--- src/hdl/lock_table_deadlock_detect_macros.svh ---
// ----------------------------------------------------------------------------
// Lock table assertion macros
// Concurrent assertion shorthands used by the lock table top level.
// ----------------------------------------------------------------------------
`ifndef LOCK_TABLE_DEADLOCK_DETECT_MACROS_SVH
`define LOCK_TABLE_DEADLOCK_DETECT_MACROS_SVH

`ifndef NO_ASSERTIONS

// Same-cycle implication.
`define LTDD_ASSERT_IMP(lbl, clk, rst, ante, cons) \
   lbl: assert property (@(posedge clk) disable iff (rst) (ante) |-> (cons)) \
      else $error("lock table assertion failed");

// Next-cycle implication.
`define LTDD_ASSERT_NXT(lbl, clk, rst, ante, cons) \
   lbl: assert property (@(posedge clk) disable iff (rst) (ante) |=> (cons)) \
      else $error("lock table assertion failed");

`else

`define LTDD_ASSERT_IMP(lbl, clk, rst, ante, cons)
`define LTDD_ASSERT_NXT(lbl, clk, rst, ante, cons)

`endif

`endif

--- src/hdl/ltdd_pkg.sv ---
// ----------------------------------------------------------------------------
// Lock table package
// Sizes, codes and types shared by the lock table with deadlock detection.
// ----------------------------------------------------------------------------
package ltdd_pkg;

   localparam int MUTEXES = 16;
   localparam int THREADS = 8;

   // Fixed field widths of the request and response words.
   localparam int ACT_W = 2;
   localparam int THR_W = 3;
   localparam int MTX_W = 4;
   localparam int OUT_W = 2;

   localparam int MX_AW  = (MUTEXES > 1) ? $clog2(MUTEXES) : 1;
   localparam int TH_AW  = (THREADS > 1) ? $clog2(THREADS) : 1;
   localparam int STEP_W = $clog2(MUTEXES + 1);

   typedef enum logic [ACT_W-1:0] {
      ACT_LOCK    = 2'd0,
      ACT_TRYLOCK = 2'd1,
      ACT_UNLOCK  = 2'd2
   } action_type;

   typedef enum logic [OUT_W-1:0] {
      OUT_GRANTED  = 2'd0,
      OUT_WAIT     = 2'd1,
      OUT_DEADLOCK = 2'd2,
      OUT_RELEASED = 2'd3
   } outcome_type;

   typedef enum logic [2:0] {
      ST_IDLE,
      ST_DECIDE,
      ST_SWEEP,
      ST_WALK_START,
      ST_WALK,
      ST_RESP
   } state_type;

   typedef logic [MUTEXES-1:0] mutex_set_type;
   typedef logic [MX_AW-1:0]   mx_idx_type;
   typedef logic [TH_AW-1:0]   th_idx_type;

endpackage

--- src/hdl/lock_table_deadlock_detect.sv ---
// Every request goes from the decision state to the response state, but a busy
// lock first sweeps the link memory over every mutex and then walks the
// wait-for links from the requested mutex.
// One request is in flight at a time; the next is taken once the response is
// handed to the output register. Synchronous active-high reset frees all mutexes.
// ----------------------------------------------------------------------------
// Lock table with deadlock detection
// Grants and releases mutexes per thread and follows the wait-for links in a
// small memory to find cycles when a lock request hits a busy mutex.
// ----------------------------------------------------------------------------
`include "lock_table_deadlock_detect_macros.svh"

module lock_table_deadlock_detect (
   input  logic                       clock,
   input  logic                       reset,
   input  logic                       req_valid,
   output logic                       req_stall,
   input  logic [ltdd_pkg::ACT_W-1:0] req_action,
   input  logic [ltdd_pkg::THR_W-1:0] req_thread_id,
   input  logic [ltdd_pkg::MTX_W-1:0] req_mutex_id,
   output logic                       rsp_valid,
   input  logic                       rsp_stall,
   output logic [ltdd_pkg::OUT_W-1:0] rsp_outcome
);
   import ltdd_pkg::*;

   state_type         state_ff, state_in;
   logic [ACT_W-1:0]  action_ff;
   logic [THR_W-1:0]  thread_ff;
   logic [MTX_W-1:0]  mutex_ff;

   mutex_set_type     locked_ff, locked_in;
   mutex_set_type     link_vld_ff, link_vld_in;
   logic [THREADS-1:0] held_vld_ff, held_vld_in;

   // Held sets per thread and wait-link targets per mutex.
   mutex_set_type     held_mem [THREADS];
   mutex_set_type     held_rd_ff;
   logic              held_rd_vld_ff;
   logic              held_we;
   mutex_set_type     held_wdata;

   mx_idx_type        tgt_mem [MUTEXES];
   mx_idx_type        tgt_rd_ff;
   logic              tgt_re;
   mx_idx_type        tgt_raddr;
   logic              tgt_we;

   mx_idx_type        sweep_ff, sweep_in;
   logic [STEP_W-1:0] step_ff, step_in;
   outcome_type       outcome_ff, outcome_in;
   logic              rsp_valid_ff, rsp_valid_in;
   logic [OUT_W-1:0]  rsp_outcome_ff;
   logic              rsp_load;

   logic              accept;
   logic              in_range;
   logic              act_known;
   th_idx_type        th_sel;
   mx_idx_type        mx_sel;
   mutex_set_type     held_cur;
   mutex_set_type     mx_bit;

   assign req_stall   = (state_ff != ST_IDLE);
   assign accept      = req_valid && !req_stall;
   assign rsp_valid   = rsp_valid_ff;
   assign rsp_outcome = rsp_outcome_ff;

   assign th_sel    = th_idx_type'(thread_ff);
   assign mx_sel    = mx_idx_type'(mutex_ff);
   assign in_range  = (int'(thread_ff) < THREADS) && (int'(mutex_ff) < MUTEXES);
   assign act_known = (action_ff == ACT_LOCK) || (action_ff == ACT_TRYLOCK) ||
                      (action_ff == ACT_UNLOCK);
   // A held-set entry never written since reset reads as empty.
   assign held_cur  = held_rd_vld_ff ? held_rd_ff : '0;
   assign mx_bit    = mutex_set_type'(1) << mx_sel;

   always_comb begin
      state_in    = state_ff;
      locked_in   = locked_ff;
      link_vld_in = link_vld_ff;
      held_vld_in = held_vld_ff;
      held_we     = 1'b0;
      held_wdata  = held_cur;
      tgt_we      = 1'b0;
      tgt_re      = 1'b0;
      tgt_raddr   = mx_sel;
      sweep_in    = sweep_ff;
      step_in     = step_ff;
      outcome_in  = outcome_ff;
      rsp_load    = 1'b0;
      rsp_valid_in = rsp_valid_ff && rsp_stall;

      case (state_ff)
         ST_IDLE: begin
            if (accept) begin
               state_in = ST_DECIDE;
            end
         end
         ST_DECIDE: begin
            state_in = ST_RESP;
            if (!act_known) begin
               outcome_in = OUT_WAIT;
            end else if (!in_range) begin
               outcome_in = (action_ff == ACT_UNLOCK) ? OUT_RELEASED : OUT_WAIT;
            end else if (action_ff == ACT_UNLOCK) begin
               held_we             = 1'b1;
               held_wdata          = held_cur & ~mx_bit;
               held_vld_in[th_sel] = 1'b1;
               locked_in[mx_sel]   = 1'b0;
               outcome_in          = OUT_RELEASED;
            end else if (!locked_ff[mx_sel]) begin
               locked_in[mx_sel]   = 1'b1;
               link_vld_in         = link_vld_ff & ~held_cur;
               held_we             = 1'b1;
               held_wdata          = held_cur | mx_bit;
               held_vld_in[th_sel] = 1'b1;
               outcome_in          = OUT_GRANTED;
            end else if (action_ff == ACT_TRYLOCK) begin
               outcome_in = OUT_WAIT;
            end else begin
               // Busy lock: every held mutex now waits on the requested one.
               link_vld_in = link_vld_ff | held_cur;
               sweep_in    = '0;
               state_in    = ST_SWEEP;
            end
         end
         ST_SWEEP: begin
            tgt_we = held_cur[sweep_ff];
            if (sweep_ff == mx_idx_type'(MUTEXES - 1)) begin
               state_in = ST_WALK_START;
            end else begin
               sweep_in = sweep_ff + 1'b1;
            end
         end
         ST_WALK_START: begin
            if (link_vld_ff[mx_sel]) begin
               tgt_re    = 1'b1;
               tgt_raddr = mx_sel;
               step_in   = STEP_W'(1);
               state_in  = ST_WALK;
            end else begin
               outcome_in = OUT_WAIT;
               state_in   = ST_RESP;
            end
         end
         ST_WALK: begin
            // The registered read data is the current mutex of the walk.
            if (tgt_rd_ff == mx_sel) begin
               outcome_in = OUT_DEADLOCK;
               state_in   = ST_RESP;
            end else if (step_ff == STEP_W'(MUTEXES)) begin
               outcome_in = OUT_WAIT;
               state_in   = ST_RESP;
            end else if (!link_vld_ff[tgt_rd_ff]) begin
               outcome_in = OUT_WAIT;
               state_in   = ST_RESP;
            end else begin
               tgt_re    = 1'b1;
               tgt_raddr = tgt_rd_ff;
               step_in   = step_ff + 1'b1;
            end
         end
         ST_RESP: begin
            if (!rsp_valid_ff || !rsp_stall) begin
               rsp_load     = 1'b1;
               rsp_valid_in = 1'b1;
               state_in     = ST_IDLE;
            end
         end
         default: begin
            state_in = ST_IDLE;
         end
      endcase
   end

   always_ff @(posedge clock) begin
      if (reset) begin
         state_ff     <= ST_IDLE;
         locked_ff    <= '0;
         link_vld_ff  <= '0;
         held_vld_ff  <= '0;
         rsp_valid_ff <= 1'b0;
      end else begin
         state_ff     <= state_in;
         locked_ff    <= locked_in;
         link_vld_ff  <= link_vld_in;
         held_vld_ff  <= held_vld_in;
         rsp_valid_ff <= rsp_valid_in;
      end
   end

   always_ff @(posedge clock) begin
      if (accept) begin
         action_ff      <= req_action;
         thread_ff      <= req_thread_id;
         mutex_ff       <= req_mutex_id;
         held_rd_ff     <= held_mem[th_idx_type'(req_thread_id)];
         held_rd_vld_ff <= held_vld_ff[th_idx_type'(req_thread_id)];
      end
      if (held_we) begin
         held_mem[th_sel] <= held_wdata;
      end
      if (tgt_we) begin
         tgt_mem[sweep_ff] <= mx_sel;
      end
      if (tgt_re) begin
         tgt_rd_ff <= tgt_mem[tgt_raddr];
      end
      if (rsp_load) begin
         rsp_outcome_ff <= outcome_ff;
      end
      sweep_ff   <= sweep_in;
      step_ff    <= step_in;
      outcome_ff <= outcome_in;
   end

   `LTDD_ASSERT_NXT(a_accept_decides, clock, reset, accept, state_ff == ST_DECIDE)
   `LTDD_ASSERT_IMP(a_walk_bounded, clock, reset, state_ff == ST_WALK, int'(step_ff) <= MUTEXES)
   `LTDD_ASSERT_IMP(a_rsp_from_resp, clock, reset, $rose(rsp_valid_ff), $past(state_ff == ST_RESP))
   `LTDD_ASSERT_NXT(a_grant_locks, clock, reset, (state_ff == ST_DECIDE) && (outcome_in == OUT_GRANTED), locked_ff[$past(mx_sel)])

endmodule
--- config.mk ---
export PLATFORM = sky130hd
export DESIGN_NAME = lock_table_deadlock_detect
export DESIGN_NICKNAME = d
export VERILOG_FILES = /design/src/hdl/ltdd_pkg.sv /design/src/hdl/lock_table_deadlock_detect.sv
export VERILOG_INCLUDE_DIRS = /design/src /design/src/hdl
export SDC_FILE = /design/constraint.sdc
export NUM_CORES = 1
export LEC_CHECK = 0
export ABC_AREA = 1
export BUFFER_PORTS_ARGS = -buffer_cell sky130_fd_sc_hd__clkbuf_2
export CAP_MARGIN = 20
export CORE_MARGIN = 2
export CORE_UTILIZATION = 55
export CTS_BUF_LIST = sky130_fd_sc_hd__clkbuf_16
export DETAILED_ROUTE_END_ITERATION = 10
export PLACE_DENSITY = 0.8
export SLEW_MARGIN = 20
export SYNTH_ARGS = -nofsm -noshare
export SYNTH_HDL_FRONTEND = slang
export SYNTH_SLANG_ARGS = --single-unit
--- constraint.sdc ---
create_clock -name clock -period 3.53 [get_ports clock]
set_clock_uncertainty 0.1 [all_clocks]
set_input_delay 0.706 -clock clock [delete_from_list [all_inputs] [get_ports clock]]
set_output_delay 0.706 -clock clock [all_outputs]
set_load 0.005 [all_outputs]
==> flow_summary.rst, run 1 <==
.. list-table::
   :header-rows: 1

   * - Metric
     - Value
   * - Pins Over Slew Limit
     - 0
   * - Port Buffer Count
     - 16
   * - Total number of cells along the worst setup path
     - 12
   * - Parity-gate share of the synthesized area counting xor and xnor cells
     - 0.00558
   * - Horizontal extent of the die
     - 155 microns
   * - Cell with the largest stage delay on the worst path
     - sky130_fd_sc_hd__edfxtp_1
   * - Post-synthesis to final-layout area growth
     - 11.1%
   * - Number of core rows
     - 55
   * - Transition time at the pin with the least slew margin
     - 1.00 ns
   * - Routing usage on met2
     - 0.413
   * - Sequential fraction of the synthesis area
     - 0.632
   * - Clock tree from TritonCTS
     - yes
   * - Core utilization of the finished layout
     - 0.620
   * - Worst min-delay path startpoint
     - req_action[0]
   * - Hpwl dp
     - 18800 microns
   * - Critical path buffer and inverter count
     - 1
   * - Cell type with the largest total area after synthesis
     - sky130_fd_sc_hd__edfxtp_1
   * - WHS Endpoint
     - action_ff[0]
   * - Antenna-violating nets left
     - 0
   * - Number of setup violations in the final report
     - 0
   * - Status
     - finished clean
   * - Total Neg Setup Slack
     - 0 ns
   * - Fraction of met3 tracks used by global routing
     - 0.0331
   * - Area of the die
     - 24100 sq um
   * - Largest net degree at the start of global routing
     - 71
   * - Pwr per Cell Area
     - 569 nW/um^2
   * - Critical Path, Cell by Cell
     - buf_4 > xor2_1 > nor2_1 > and2_4 > nor2_4 > nand3_1 > nand2_2 > nand2_1 > nand3_1 > nand3_1 > nand3_1 > nand2_1
   * - Core box area
     - 22500 sq um
   * - Upper clock frequency limit
     - 316 MHz
   * - Number of synthesis warnings
     - 0
   * - Final cycle utilization of the critical path
     - 0.895
   * - Most common cell on crit path
     - sky130_fd_sc_hd__nand3_1
   * - Top cell type's share of synthesized area
     - 0.562
   * - Final Hold Vio Count
     - 0
   * - Non-filler cells in the finished layout
     - 1579
   * - Clock transition at the registers of the reported paths
     - 0.07 ns
   * - Clock root buffer
     - sky130_fd_sc_hd__clkbuf_16
   * - First-pass GRT wire length
     - 45800 microns
   * - Hold path depth
     - 1
   * - Overall routed net length
     - 29100 microns
   * - Arr. time, crit path
     - 3.36 ns
   * - Cell count after synthesis
     - 1259
   * - Net count after synthesis
     - 1281
   * - Clock latency of the later-clocked register in the worst-skew pair
     - 0.55 ns
   * - Unique cell type count in the Yosys netlist
     - 41
   * - Required time worst endpoint
     - 3.73 ns
   * - Category of the worst setup path launch point
     - register
   * - Layout cell share with drive strength beyond 1
     - 0.0989
   * - Drt initial violations
     - 850
   * - Capture instance of the worst register-to-register path
     - tgt_rd_ff[2]
   * - Detailed-route DRC error count
     - 0
   * - Total Power
     - 7.94 mW
   * - Setup slack of the worst register-to-register path
     - 0.37 ns
   * - Number of hold buffers added after CTS
     - 0
   * - Compound-gate portion of the synthesized area
     - 0.109
   * - Area contributors post-synth
     - sky130_fd_sc_hd__edfxtp_1, sky130_fd_sc_hd__dfxtp_1, sky130_fd_sc_hd__nand2_1, sky130_fd_sc_hd__nor2_1, sky130_fd_sc_hd__nand3_1
   * - # Max-Cap Violations
     - 0
   * - Pre-CTS setup slack
     - 0.406 ns
   * - GR Util met1
     - 0.313
   * - Final layout net count
     - 1295
   * - Num CTS Buffers
     - 28
   * - Combinational family with the most area after synthesis
     - simple AND/OR/NAND/NOR gates
   * - GRT overflow
     - 0
   * - Vias in the first global route
     - 8960
   * - Adder-Cell Fraction of Synth Area
     - 0.00897
   * - Type of the worst setup path
     - reg -> reg
   * - Die Span Y
     - 155 microns
   * - Layer carrying the most global-route usage
     - met2
   * - Worst r2r path cells
     - 12
   * - Post-cts repair resize count
     - 0
   * - Largest stage delay, worst path
     - 0.68 ns
   * - Via-to-Cell Ratio
     - 5.82
   * - Critical Path Sink Type
     - register
   * - Min Tclk post-route
     - 3.16 ns
   * - Average footprint of a synthesized cell
     - 9.98 sq um
   * - Number of antenna violations at the first check in global routing
     - 0
   * - Unrepaired setup endpoints after global routing
     - false
   * - Total vias in the final route
     - 9188
   * - Final antenna diode count
     - 0
   * - Path category of the worst min-delay check
     - in -> reg
   * - Post-synthesis share of cell area spent on and, or, nand and nor gates
     - 0.175
   * - Number of iterations in the first detailed-routing pass
     - 5
   * - Maximum clock insertion buffer count
     - 3
   * - Effective utilization at floorplan
     - 0.558
   * - Area of the mapped netlist
     - 12600 sq um
   * - Maximum net fanout on the critical path
     - 22
   * - Post-CTS repair timing setup buffer count
     - 0
   * - # IOs
     - 17
   * - Origin of the critical flop-to-flop path
     - mutex_ff[0]
   * - CP Launch Point
     - mutex_ff[0]
   * - CTS H-Tree Depth
     - 1
   * - Number of clock sinks seen by CTS
     - 279
   * - Fraction of synthesized area in multiplexers
     - 0
   * - Worst Setup Slack, final
     - 0.369 ns
   * - Total track usage
     - 0.242
   * - Count of state elements after synthesis
     - 279
   * - Max transition margin
     - 0.330
   * - Leakage power of the design
     - 5.19 nW
   * - Largest vdd supply drop
     - 0.481 mV
   * - Wire length per cell
     - 18.4 microns
   * - Total placed cells including tap cells
     - 1528
   * - Dominant delay contributor by cell family on the critical path
     - simple AND/OR/NAND/NOR gates
   * - Number of fill cells in the layout
     - 1764
   * - Placer's final routability congestion estimate
     - 0.947
## layout make-up
cell class / instances / area (sq um) / share of cell area
Sequential cell: 279 / 7940 / 0.569
Multi-Input combinational cell: 769 / 3800 / 0.272
Tap cell: 285 / 357 / 0.0255
Inverter: 152 / 571 / 0.0409
Clock inverter: 23 / 300 / 0.0215
Clock buffer: 28 / 701 / 0.0502
Timing Repair Buffer: 43 / 295 / 0.0212
## cell usage in the layout, fill, tap and decap left out, types with 8 or more instances in the layout
cell	synthesis	final
sky130_fd_sc_hd__o22ai_1	22	22
sky130_fd_sc_hd__ha_1	9	9
sky130_fd_sc_hd__a31oi_1	17	17
sky130_fd_sc_hd__clkbuf_16	0	28
sky130_fd_sc_hd__nor2_2	7	8
sky130_fd_sc_hd__nand3_1	119	119
sky130_fd_sc_hd__clkbuf_2	1	16
sky130_fd_sc_hd__o21ai_0	105	105
sky130_fd_sc_hd__nand4_1	8	8
sky130_fd_sc_hd__a22oi_1	10	10
sky130_fd_sc_hd__dfxtp_1	44	44
sky130_fd_sc_hd__nor4_2	0	8
sky130_fd_sc_hd__a21oi_1	62	62
sky130_fd_sc_hd__nor2_1	177	176
sky130_fd_sc_hd__buf_4	13	26
sky130_fd_sc_hd__nand2_1	178	178
sky130_fd_sc_hd__edfxtp_1	235	235
sky130_fd_sc_hd__inv_1	143	145
## per-layer routing
| layer | up-vias | share of wire |
|---|---|---|
| li1 | 4339 | - |
| met1 | 4350 | 0.40 |
| met2 | 424 | 0.48 |
| met3 | 75 | 0.078 |
| met4 | 0 | 0.040 |
| met5 | - | 0 |
## metrics by stage
step	hold WS (ns)	instance area [sq um]
after floorplan	0.300	12600
after global placement	0.308	13000
after detailed placement	0.312	13000
after CTS	0.230	14000
after global routing	0.243	14000
final	0.241	14000
## synthesized netlist by cell type (all sizes together)
| library cell | count |
|---|---|
| a21boi | 13 |
| o22ai | 22 |
| ha | 9 |
| nor4 | 9 |
| a2111oi | 1 |
| nand3b | 1 |
| nand4 | 8 |
| a2bb2oi | 2 |
| a221oi | 1 |
| clkinv | 2 |
| a31oi | 17 |
| o21ai | 109 |
| xnor2 | 2 |
| a21oi | 62 |
| buf | 24 |
| o31ai | 2 |
| dfxtp | 44 |
| nand3 | 119 |
| edfxtp | 235 |
| clkbuf | 35 |
| nor2 | 185 |
| xor2 | 6 |
| inv | 150 |
| and2 | 1 |
| nor3 | 5 |
| a22oi | 10 |
| nand2 | 185 |
## logic make-up after synthesis
family,Yosys count
AOI/OAI and AO/OA,239
xor gates and xnor gates,8
adders and majority gates,9
buffers and inverters,211
DFF,279
and+or+nand+nor,513
## how the worst max path moves through the flow
stage / slack, ns / endpoint
floorplan: -0.17 / held_mem[4][0]
global placement: 0.47 / tgt_rd_ff[3]
detailed placement: 0.41 / tgt_rd_ff[2]
CTS: 0.39 / tgt_rd_ff[1]
global route: 0.09 / held_mem[6][2]
finish: 0.37 / tgt_rd_ff[2]
## where the power goes
group / switching, mW / leakage, nW / internal [mW]
Sequential: 0.0804 / 2.51 / 3.78
Combinational: 0.668 / 2.18 / 0.235
Clock: 1.23 / 0.500 / 1.96
Total: 1.97 / 5.19 / 5.97
(Power assumes the default switching activity.)
==> inputs of run 2 (changes only) <==
--- a/config.mk
+++ b/config.mk
@@ -13,6 +13,7 @@
 export CORE_UTILIZATION = 55
 export CTS_BUF_LIST = sky130_fd_sc_hd__clkbuf_16
 export DETAILED_ROUTE_END_ITERATION = 10
+export GPL_TIMING_DRIVEN = 0
 export PLACE_DENSITY = 0.8
 export SLEW_MARGIN = 20
 export SYNTH_ARGS = -nofsm -noshare
==> run 2 against run 1 <==
Non-clock buffer count up 57. Sequential share of layout area down 1.6 points. Clock power up 4%. Total power up 3.3%. Critical path type unchanged. Setup slack worse by 0.21 ns. Largest cell class unchanged. Combinational power up 14%. Maximum frequency down 6.3%.
==> flow_summary.rst, run 2 (synthesis gave the netlist of run 1 again) <==
.. list-table::
   :header-rows: 1

   * - Metric
     - Value
   * - Clock transition at the registers of the reported paths
     - 0.06 ns (was 0.07 ns)
   * - Most common cell on crit path
     - sky130_fd_sc_hd__nand2_1 (was sky130_fd_sc_hd__nand3_1)
   * - Number of hold buffers added after CTS
     - 0 (unchanged)
   * - Worst Setup Slack, final
     - 0.157 ns (was 0.369 ns)
   * - Final antenna diode count
     - 0 (unchanged)
   * - Type of the worst setup path
     - reg -> reg (unchanged)
   * - Clock tree from TritonCTS
     - yes (unchanged)
   * - Total vias in the final route
     - 9477 (was 9188)
   * - Number of iterations in the first detailed-routing pass
     - 8 (was 5)
   * - Clock root buffer
     - sky130_fd_sc_hd__clkbuf_16 (unchanged)
   * - Arr. time, crit path
     - 3.47 ns (was 3.36 ns)
   * - Port Buffer Count
     - 15 (was 16)
   * - # IOs
     - 17 (unchanged)
   * - Antenna-violating nets left
     - 0 (unchanged)
   * - Largest vdd supply drop
     - 0.505 mV (was 0.481 mV)
   * - Hpwl dp
     - 21400 microns (was 18800 microns)
   * - Upper clock frequency limit
     - 296 MHz (was 316 MHz)
   * - Required time worst endpoint
     - 3.62 ns (was 3.73 ns)
   * - Final cell area excluding filler cells
     - 14400 sq um (was 14000 sq um)
   * - Unrepaired setup endpoints after global routing
     - false (unchanged)
   * - Maximum clock insertion buffer count
     - 3 (unchanged)
   * - Area of the die
     - 24100 sq um (unchanged)
   * - Critical Path Sink Type
     - register (unchanged)
   * - Path category of the worst min-delay check
     - in -> reg (unchanged)
   * - Number of antenna violations at the first check in global routing
     - 0 (unchanged)
   * - Horizontal extent of the die
     - 155 microns (unchanged)
   * - Clock latency of the later-clocked register in the worst-skew pair
     - 0.56 ns (was 0.55 ns)
   * - Via-to-Cell Ratio
     - 5.78 (was 5.82)
   * - Total track usage
     - 0.254 (was 0.242)
   * - Die Span Y
     - 155 microns (unchanged)
   * - Detailed-route DRC error count
     - 0 (unchanged)
   * - GRT overflow
     - 0 (unchanged)
   * - Vias in the first global route
     - 9283 (was 8960)
   * - Total placed cells including tap cells
     - 1579 (was 1528)
   * - Final cycle utilization of the critical path
     - 0.956 (was 0.895)
   * - Number of core rows
     - 55 (unchanged)
   * - Non-filler cells in the finished layout
     - 1641 (was 1579)
   * - Pwr per Cell Area
     - 571 nW/um^2 (was 569 nW/um^2)
   * - Critical Path, Cell by Cell
     - nand2_1 > inv_1 > nand2_1 > nand2_1 > inv_1 > nand2_1 > inv_2 > nor3_4 > buf_4 > inv_2 > a2bb2oi_1 (was buf_4 > xor2_1 > nor2_1 > and2_4 > nor2_4 > nand3_1 > nand2_2 > nand2_1 > nand3_1 > nand3_1 > nand3_1 > nand2_1)
   * - Pre-CTS setup slack
     - -0.258 ns (was 0.406 ns)
   * - Cell with the largest stage delay on the worst path
     - sky130_fd_sc_hd__edfxtp_1 (unchanged)
   * - Core utilization of the finished layout
     - 0.638 (was 0.620)
   * - Category of the worst setup path launch point
     - register (unchanged)
   * - # Max-Cap Violations
     - 0 (unchanged)
   * - Most common cell after layout, fill and taps aside
     - sky130_fd_sc_hd__edfxtp_1 (unchanged)
   * - Number of clock sinks seen by CTS
     - 279 (unchanged)
   * - Max transition margin
     - 0.398 (was 0.330)
   * - Largest stage delay, worst path
     - 0.94 ns (was 0.68 ns)
   * - Num CTS Buffers
     - 30 (was 28)
   * - Transition time at the pin with the least slew margin
     - 0.903 ns (was 1.00 ns)
   * - Top library cells by usage in the layout, fill and taps aside
     - sky130_fd_sc_hd__edfxtp_1, sky130_fd_sc_hd__nand2_1, sky130_fd_sc_hd__nor2_1 (unchanged)
   * - Post-synthesis to final-layout area growth
     - 14.4% (was 11.1%)
   * - Area after DPL
     - 13200 sq um (was 13000 sq um)
   * - Leakage power of the design
     - 5.40 nW (was 5.19 nW)
   * - Effective utilization at floorplan
     - 0.558 (unchanged)
   * - Placer's final routability congestion estimate
     - 0.925 (was 0.947)
   * - Maximum net fanout on the critical path
     - 21 (was 22)
   * - Core box area
     - 22500 sq um (unchanged)
   * - Status
     - finished clean (unchanged)
   * - Largest net degree at the start of global routing
     - 26 (was 71)
   * - CTS H-Tree Depth
     - 1 (unchanged)
   * - Overall routed net length
     - 30500 microns (was 29100 microns)
   * - Pins Over Slew Limit
     - 0 (unchanged)
   * - Final Hold Vio Count
     - 0 (unchanged)
   * - Final layout net count
     - 1354 (was 1295)
   * - Wire length per cell
     - 18.6 microns (was 18.4 microns)
   * - Number of setup violations in the final report
     - 0 (unchanged)
   * - First-pass GRT wire length
     - 47900 microns (was 45800 microns)
   * - Min Tclk post-route
     - 3.37 ns (was 3.16 ns)
   * - Drt initial violations
     - 851 (was 850)
   * - Layout cell share with drive strength beyond 1
     - 0.111 (was 0.0989)
## run 2: changes by cell type in the layout (fill, tap and decap cells not counted), moves of 6 or more
cell                       previous run  this run
sky130_fd_sc_hd__a21boi_0             7         0
sky130_fd_sc_hd__buf_2                0        18
sky130_fd_sc_hd__clkbuf_1             0        34
sky130_fd_sc_hd__nor4_2               8         2
sky130_fd_sc_hd__nor4_4               0         6
## run 2: per-stage QoR
stage / power, mW / TNS, ns / hold WS [ns]
4_1_cts: 8.20 / 0 / 0.211
5_1_grt: 8.46 / 0 / 0.210
6_report: 8.20 / 0 / 0.219
3_5_place_dp: 4.89 / -10.82 / 0.310
2_1_floorplan: 4.53 / -21.68 / 0.300
3_3_place_gp: 4.84 / -228.72 / 0.306
## run 2: power breakdown
part	switching, mW	internal (mW)	leakage (nW)
logic	0.745	0.285	2.36
clock network	1.26	2.05	0.533
registers	0.0775	3.78	2.51
total	2.09	6.11	5.40
## run 2: layout make-up
| cell class | count | area, sq um |
|---|---|---|
| clock buffers | 30 | 751 |
| flip-flops and latches | 279 | 7940 |
| clock inverters | 26 | 309 |
| inverters | 152 | 571 |
| multi-input cells | 769 | 3870 |
| plain buffers | 59 | 308 |
| repair buffers | 41 | 263 |
| well taps | 285 | 357 |
| fillers | 1738 | 8140 |
## run 2: worst max-delay path, delay by kind of cell, from the launching register on
kind | cells | cell delay [ns]
AOI/OAI and AO/OA | 1 | 0.46
buffers and inverters | 5 | 0.59
DFF | 1 | 0.94
and+or+nand+nor | 5 | 0.90
## run 2: repair_timing
action | CTS | global route
pin swaps | 1 | 0
endpoints found under the hold margin | 0 | 0
gates resized for setup | 14 | 3
setup endpoints to repair | 128 | 164
setup buffers | 4 | 2
## run 2: per-layer routing
metal	track usage	routed length, microns	up-vias
met5	0	0	-
met4	0.108	1220	0
met3	0.0448	2430	101
met2	0.437	15000	449
met1	0.319	11800	4458
li1	-	-	4469
## run 2: path summary, 6_finish.rpt
check	from	end	slack, ns	depth (start not counted)
setup / recovery	mutex_ff[3]	sweep_ff[2]	0.16	11
hold / removal	req_action[0]	action_ff[0]	0.22	1
setup reg to reg	mutex_ff[3]	sweep_ff[2]	0.16	11
hold reg to reg	outcome_ff[1]	rsp_outcome[1]	0.32	0
==> inputs of run 3 (changes only) <==
--- a/config.mk
+++ b/config.mk
@@ -6,7 +6,6 @@
 export SDC_FILE = /design/constraint.sdc
 export NUM_CORES = 1
 export LEC_CHECK = 0
-export ABC_AREA = 1
 export BUFFER_PORTS_ARGS = -buffer_cell sky130_fd_sc_hd__clkbuf_2
 export CAP_MARGIN = 20
 export CORE_MARGIN = 2
==> run 3 against run 2 <==
The run now ends with setup timing left. Sequential power is 2% lower. Routed wire length grew 11%. Largest cell class unchanged. Flip-flop and latch count did not move. Final cell count fell by 14%. Global-route usage grew 2.1 points. Maximum frequency fell by 4.9%. Highest routed layer unchanged. Core utilization barely moved. Worst hold slack better by 0.016 ns. Critical path depth fell by 3.
==> flow_summary.rst, run 3 <==
.. list-table::
   :header-rows: 1

   * - Metric
     - Value
   * - Status
     - finished, violations left (was finished clean)
   * - Failing checks
     - setup timing
   * - Count of state elements after synthesis
     - 279 (unchanged)
   * - Min Tclk post-route
     - 3.55 ns (was 3.37 ns)
   * - Hpwl dp
     - 22300 microns (was 21400 microns)
   * - Unique cell type count in the Yosys netlist
     - 63 (was 41)
   * - Detailed-route DRC error count
     - 0 (unchanged)
   * - Number of synthesis warnings
     - 0 (unchanged)
   * - Maximum net fanout on the critical path
     - 10 (was 21)
   * - Layout cell share with drive strength beyond 1
     - 0.208 (was 0.111)
   * - Number of clock sinks seen by CTS
     - 279 (unchanged)
   * - Via-to-Cell Ratio
     - 6.50 (was 5.78)
   * - Pins Over Slew Limit
     - 0 (unchanged)
   * - Top cell type's share of synthesized area
     - 0.539 (was 0.562)
   * - Core box area
     - 23400 sq um (was 22500 sq um)
   * - Area of the mapped netlist
     - 13100 sq um (was 12600 sq um)
   * - Horizontal extent of the die
     - 158 microns (was 155 microns)
   * - Largest vdd supply drop
     - 0.500 mV (was 0.505 mV)
   * - Most frequent cells after synthesis
     - sky130_fd_sc_hd__edfxtp_1, sky130_fd_sc_hd__nand2_1, sky130_fd_sc_hd__a21oi_1 (was sky130_fd_sc_hd__edfxtp_1, sky130_fd_sc_hd__nand2_1, sky130_fd_sc_hd__nor2_1)
   * - Average footprint of a synthesized cell
     - 13.1 sq um (was 9.98 sq um)
   * - Effective utilization at floorplan
     - 0.559 (was 0.558)
   * - Num CTS Buffers
     - 28 (was 30)
   * - Cell with the most instances after synthesis
     - sky130_fd_sc_hd__edfxtp_1 (unchanged)
   * - Cell type with the largest total area after synthesis
     - sky130_fd_sc_hd__edfxtp_1 (unchanged)
   * - Number of flops mapped to enable cells by yosys
     - 235 (unchanged)
   * - Max transition margin
     - 0.202 (was 0.398)
   * - Pre-CTS setup slack
     - -0.854 ns (was -0.258 ns)
   * - Most common cell after layout, fill and taps aside
     - sky130_fd_sc_hd__edfxtp_1 (unchanged)
   * - Number of antenna violations at the first check in global routing
     - 0 (unchanged)
   * - Category of the worst setup path launch point
     - register (unchanged)
   * - Sequential fraction of the synthesis area
     - 0.607 (was 0.632)
   * - Arr. time, crit path
     - 3.69 ns (was 3.47 ns)
   * - Unrepaired setup endpoints after global routing
     - true (was false)
   * - Worst hold-check slack
     - 0.234 ns (was 0.219 ns)
   * - Port Buffer Count
     - 15 (unchanged)
   * - GRT overflow
     - 0 (unchanged)
   * - Origin of the critical flop-to-flop path
     - mutex_ff[0] (was mutex_ff[3])
   * - Clock tree from TritonCTS
     - yes (unchanged)
   * - Number of core rows
     - 56 (was 55)
   * - Leakage power of the design
     - 4.90 nW (was 5.40 nW)
   * - Clock transition at the registers of the reported paths
     - 0.06 ns (about the same)
   * - Upper clock frequency limit
     - 282 MHz (was 296 MHz)
   * - Total vias in the final route
     - 9151 (was 9477)
   * - Total track usage
     - 0.275 (was 0.254)
   * - Largest net degree at the start of global routing
     - 17 (was 26)
   * - Clock latency of the later-clocked register in the worst-skew pair
     - 0.55 ns (was 0.56 ns)
   * - Top library cells by usage in the layout, fill and taps aside
     - sky130_fd_sc_hd__edfxtp_1, sky130_fd_sc_hd__nand2_1, sky130_fd_sc_hd__a21oi_1 (was sky130_fd_sc_hd__edfxtp_1, sky130_fd_sc_hd__nand2_1, sky130_fd_sc_hd__nor2_1)
   * - Area contributors post-synth
     - sky130_fd_sc_hd__edfxtp_1, sky130_fd_sc_hd__mux4_2, sky130_fd_sc_hd__dfxtp_1, sky130_fd_sc_hd__nand2b_1, sky130_fd_sc_hd__nand2_1 (was sky130_fd_sc_hd__edfxtp_1, sky130_fd_sc_hd__dfxtp_1, sky130_fd_sc_hd__nand2_1, sky130_fd_sc_hd__nor2_1, sky130_fd_sc_hd__nand3_1)
   * - # IOs
     - 17 (unchanged)
   * - Final Hold Vio Count
     - 0 (unchanged)
   * - Critical Path Sink Type
     - register (unchanged)
   * - # Max-Cap Violations
     - 0 (unchanged)
   * - First-pass GRT wire length
     - 51900 microns (was 47900 microns)
   * - Post-synthesis to final-layout area growth
     - 14.2% (was 14.4%)
   * - Required time worst endpoint
     - 3.67 ns (was 3.62 ns)
   * - CP Launch Point
     - mutex_ff[0] (was mutex_ff[3])
   * - Number of setup violations in the final report
     - 8 (was 0)
   * - Final layout net count
     - 1089 (was 1354)
   * - Wire length per cell
     - 24.0 microns (was 18.6 microns)
   * - Cell count after synthesis
     - 998 (was 1259)
   * - Drt initial violations
     - 1344 (was 851)
   * - Number of iterations in the first detailed-routing pass
     - 6 (was 8)
   * - Pwr per Cell Area
     - 518 nW/um^2 (was 571 nW/um^2)
   * - Most used DFF post-synth
     - sky130_fd_sc_hd__edfxtp_1 (unchanged)
   * - Final antenna diode count
     - 0 (unchanged)
   * - Maximum clock insertion buffer count
     - 3 (unchanged)
   * - Core utilization of the finished layout
     - 0.639 (was 0.638)
   * - Net count after synthesis
     - 1020 (was 1281)
   * - Antenna-violating nets left
     - 0 (unchanged)
   * - Transition time at the pin with the least slew margin
     - 1.19 ns (was 0.903 ns)
   * - Die Span Y
     - 158 microns (was 155 microns)
   * - Type of the worst setup path
     - reg -> reg (unchanged)
   * - Share of synthesized registers carrying an async set or reset
     - 0 (unchanged)
   * - Worst min-delay path startpoint
     - req_mutex_id[3] (was req_action[0])
   * - Vias in the first global route
     - 9030 (was 9283)
   * - Path category of the worst min-delay check
     - in -> reg (unchanged)
   * - Worst Setup Slack, final
     - -0.0164 ns (was 0.157 ns)
   * - Area of the die
     - 25000 sq um (was 24100 sq um)
   * - Final cycle utilization of the critical path
     - 1.00 (was 0.956)
   * - Overall routed net length
     - 33800 microns (was 30500 microns)
   * - CTS H-Tree Depth
     - 1 (unchanged)
   * - Placer's final routability congestion estimate
     - 0.955 (was 0.925)
   * - Clock root buffer
     - sky130_fd_sc_hd__clkbuf_16 (unchanged)
## run 3: layer usage
layer  up-vias  global-route usage  wire, microns  share of wire
met1      4494               0.377          12900           0.38
li1       3986                   -              -              -
met5         -                   0              0              0
met4         0              0.0832           1100          0.032
met2       566               0.453          16200           0.48
met3       105              0.0501           3600           0.11
## run 3: area by class of cell
class	count	area, sq um
Fill cell	1678	8460
Sequential cell	279	7940
Clock inverter	23	226
Tap cell	319	399
Clock buffer	29	726
Inverter	11	41.3
Timing Repair Buffer	40	353
Multi-Input combinational cell	625	4850
Buffer	82	415
## run 3: repair_timing
item	4_1_cts	5_1_grt
setup buffers	16	0
endpoints found under the setup margin	291	132
hold buffers	0	0
pin swaps	9	1
gates resized for setup	18	15
## run 3: power breakdown
| part | internal, mW | total [mW] | switching, mW | leakage (nW) |
|---|---|---|---|---|
| logic | 0.308 | 0.869 | 0.560 | 1.91 |
| registers | 3.72 | 3.79 | 0.0667 | 2.50 |
| clock network | 1.84 | 3.09 | 1.25 | 0.479 |
| total | 5.87 | 7.75 | 1.87 | 4.90 |
## run 3: final timing paths
| path | end | slack (ns) | cells past startpoint |
|---|---|---|---|
| setup / recovery | held_mem[6][2] | -0.02 | 8 |
| hold / removal | mutex_ff[3] | 0.23 | 1 |
| setup reg to reg | held_mem[6][2] | -0.02 | 8 |
| hold reg to reg | rsp_outcome[1] | 0.32 | 0 |
## run 3: logic make-up (layout without fill, tap and decap cells)
kind of cell    after synthesis  in the layout  synth area share
compound gates              225            225             0.122
xor+xnor                      9              9           0.00602
fa+ha+maj                     9              9           0.00861
buf+inv                      94            185            0.0346
flops                       279            279             0.607
mux                          71             71             0.104
simple gates                311            311             0.118
## run 3: metrics by stage
stage	instance area (sq um)	power (mW)	setup TNS (ns)	cells
floorplan	13100	4.37	0	998
global placement	13600	4.60	-205.29	1332
detailed placement	13700	4.66	-134.77	1341
CTS	14900	7.73	0	1409
global route	14900	7.95	-4.31	1408
finish	14900	7.75	-0.117	1408
## run 3: critical path, stage by stage, from the launching register on
cell                       delay, ns
sky130_fd_sc_hd__edfxtp_1       0.48
sky130_fd_sc_hd__buf_2          0.23
sky130_fd_sc_hd__buf_4          0.21
sky130_fd_sc_hd__clkbuf_2       0.22
sky130_fd_sc_hd__buf_1          0.33
sky130_fd_sc_hd__nor3b_2        0.51
sky130_fd_sc_hd__clkbuf_1       0.44
sky130_fd_sc_hd__nand2_1        0.12
sky130_fd_sc_hd__a22oi_1        0.57
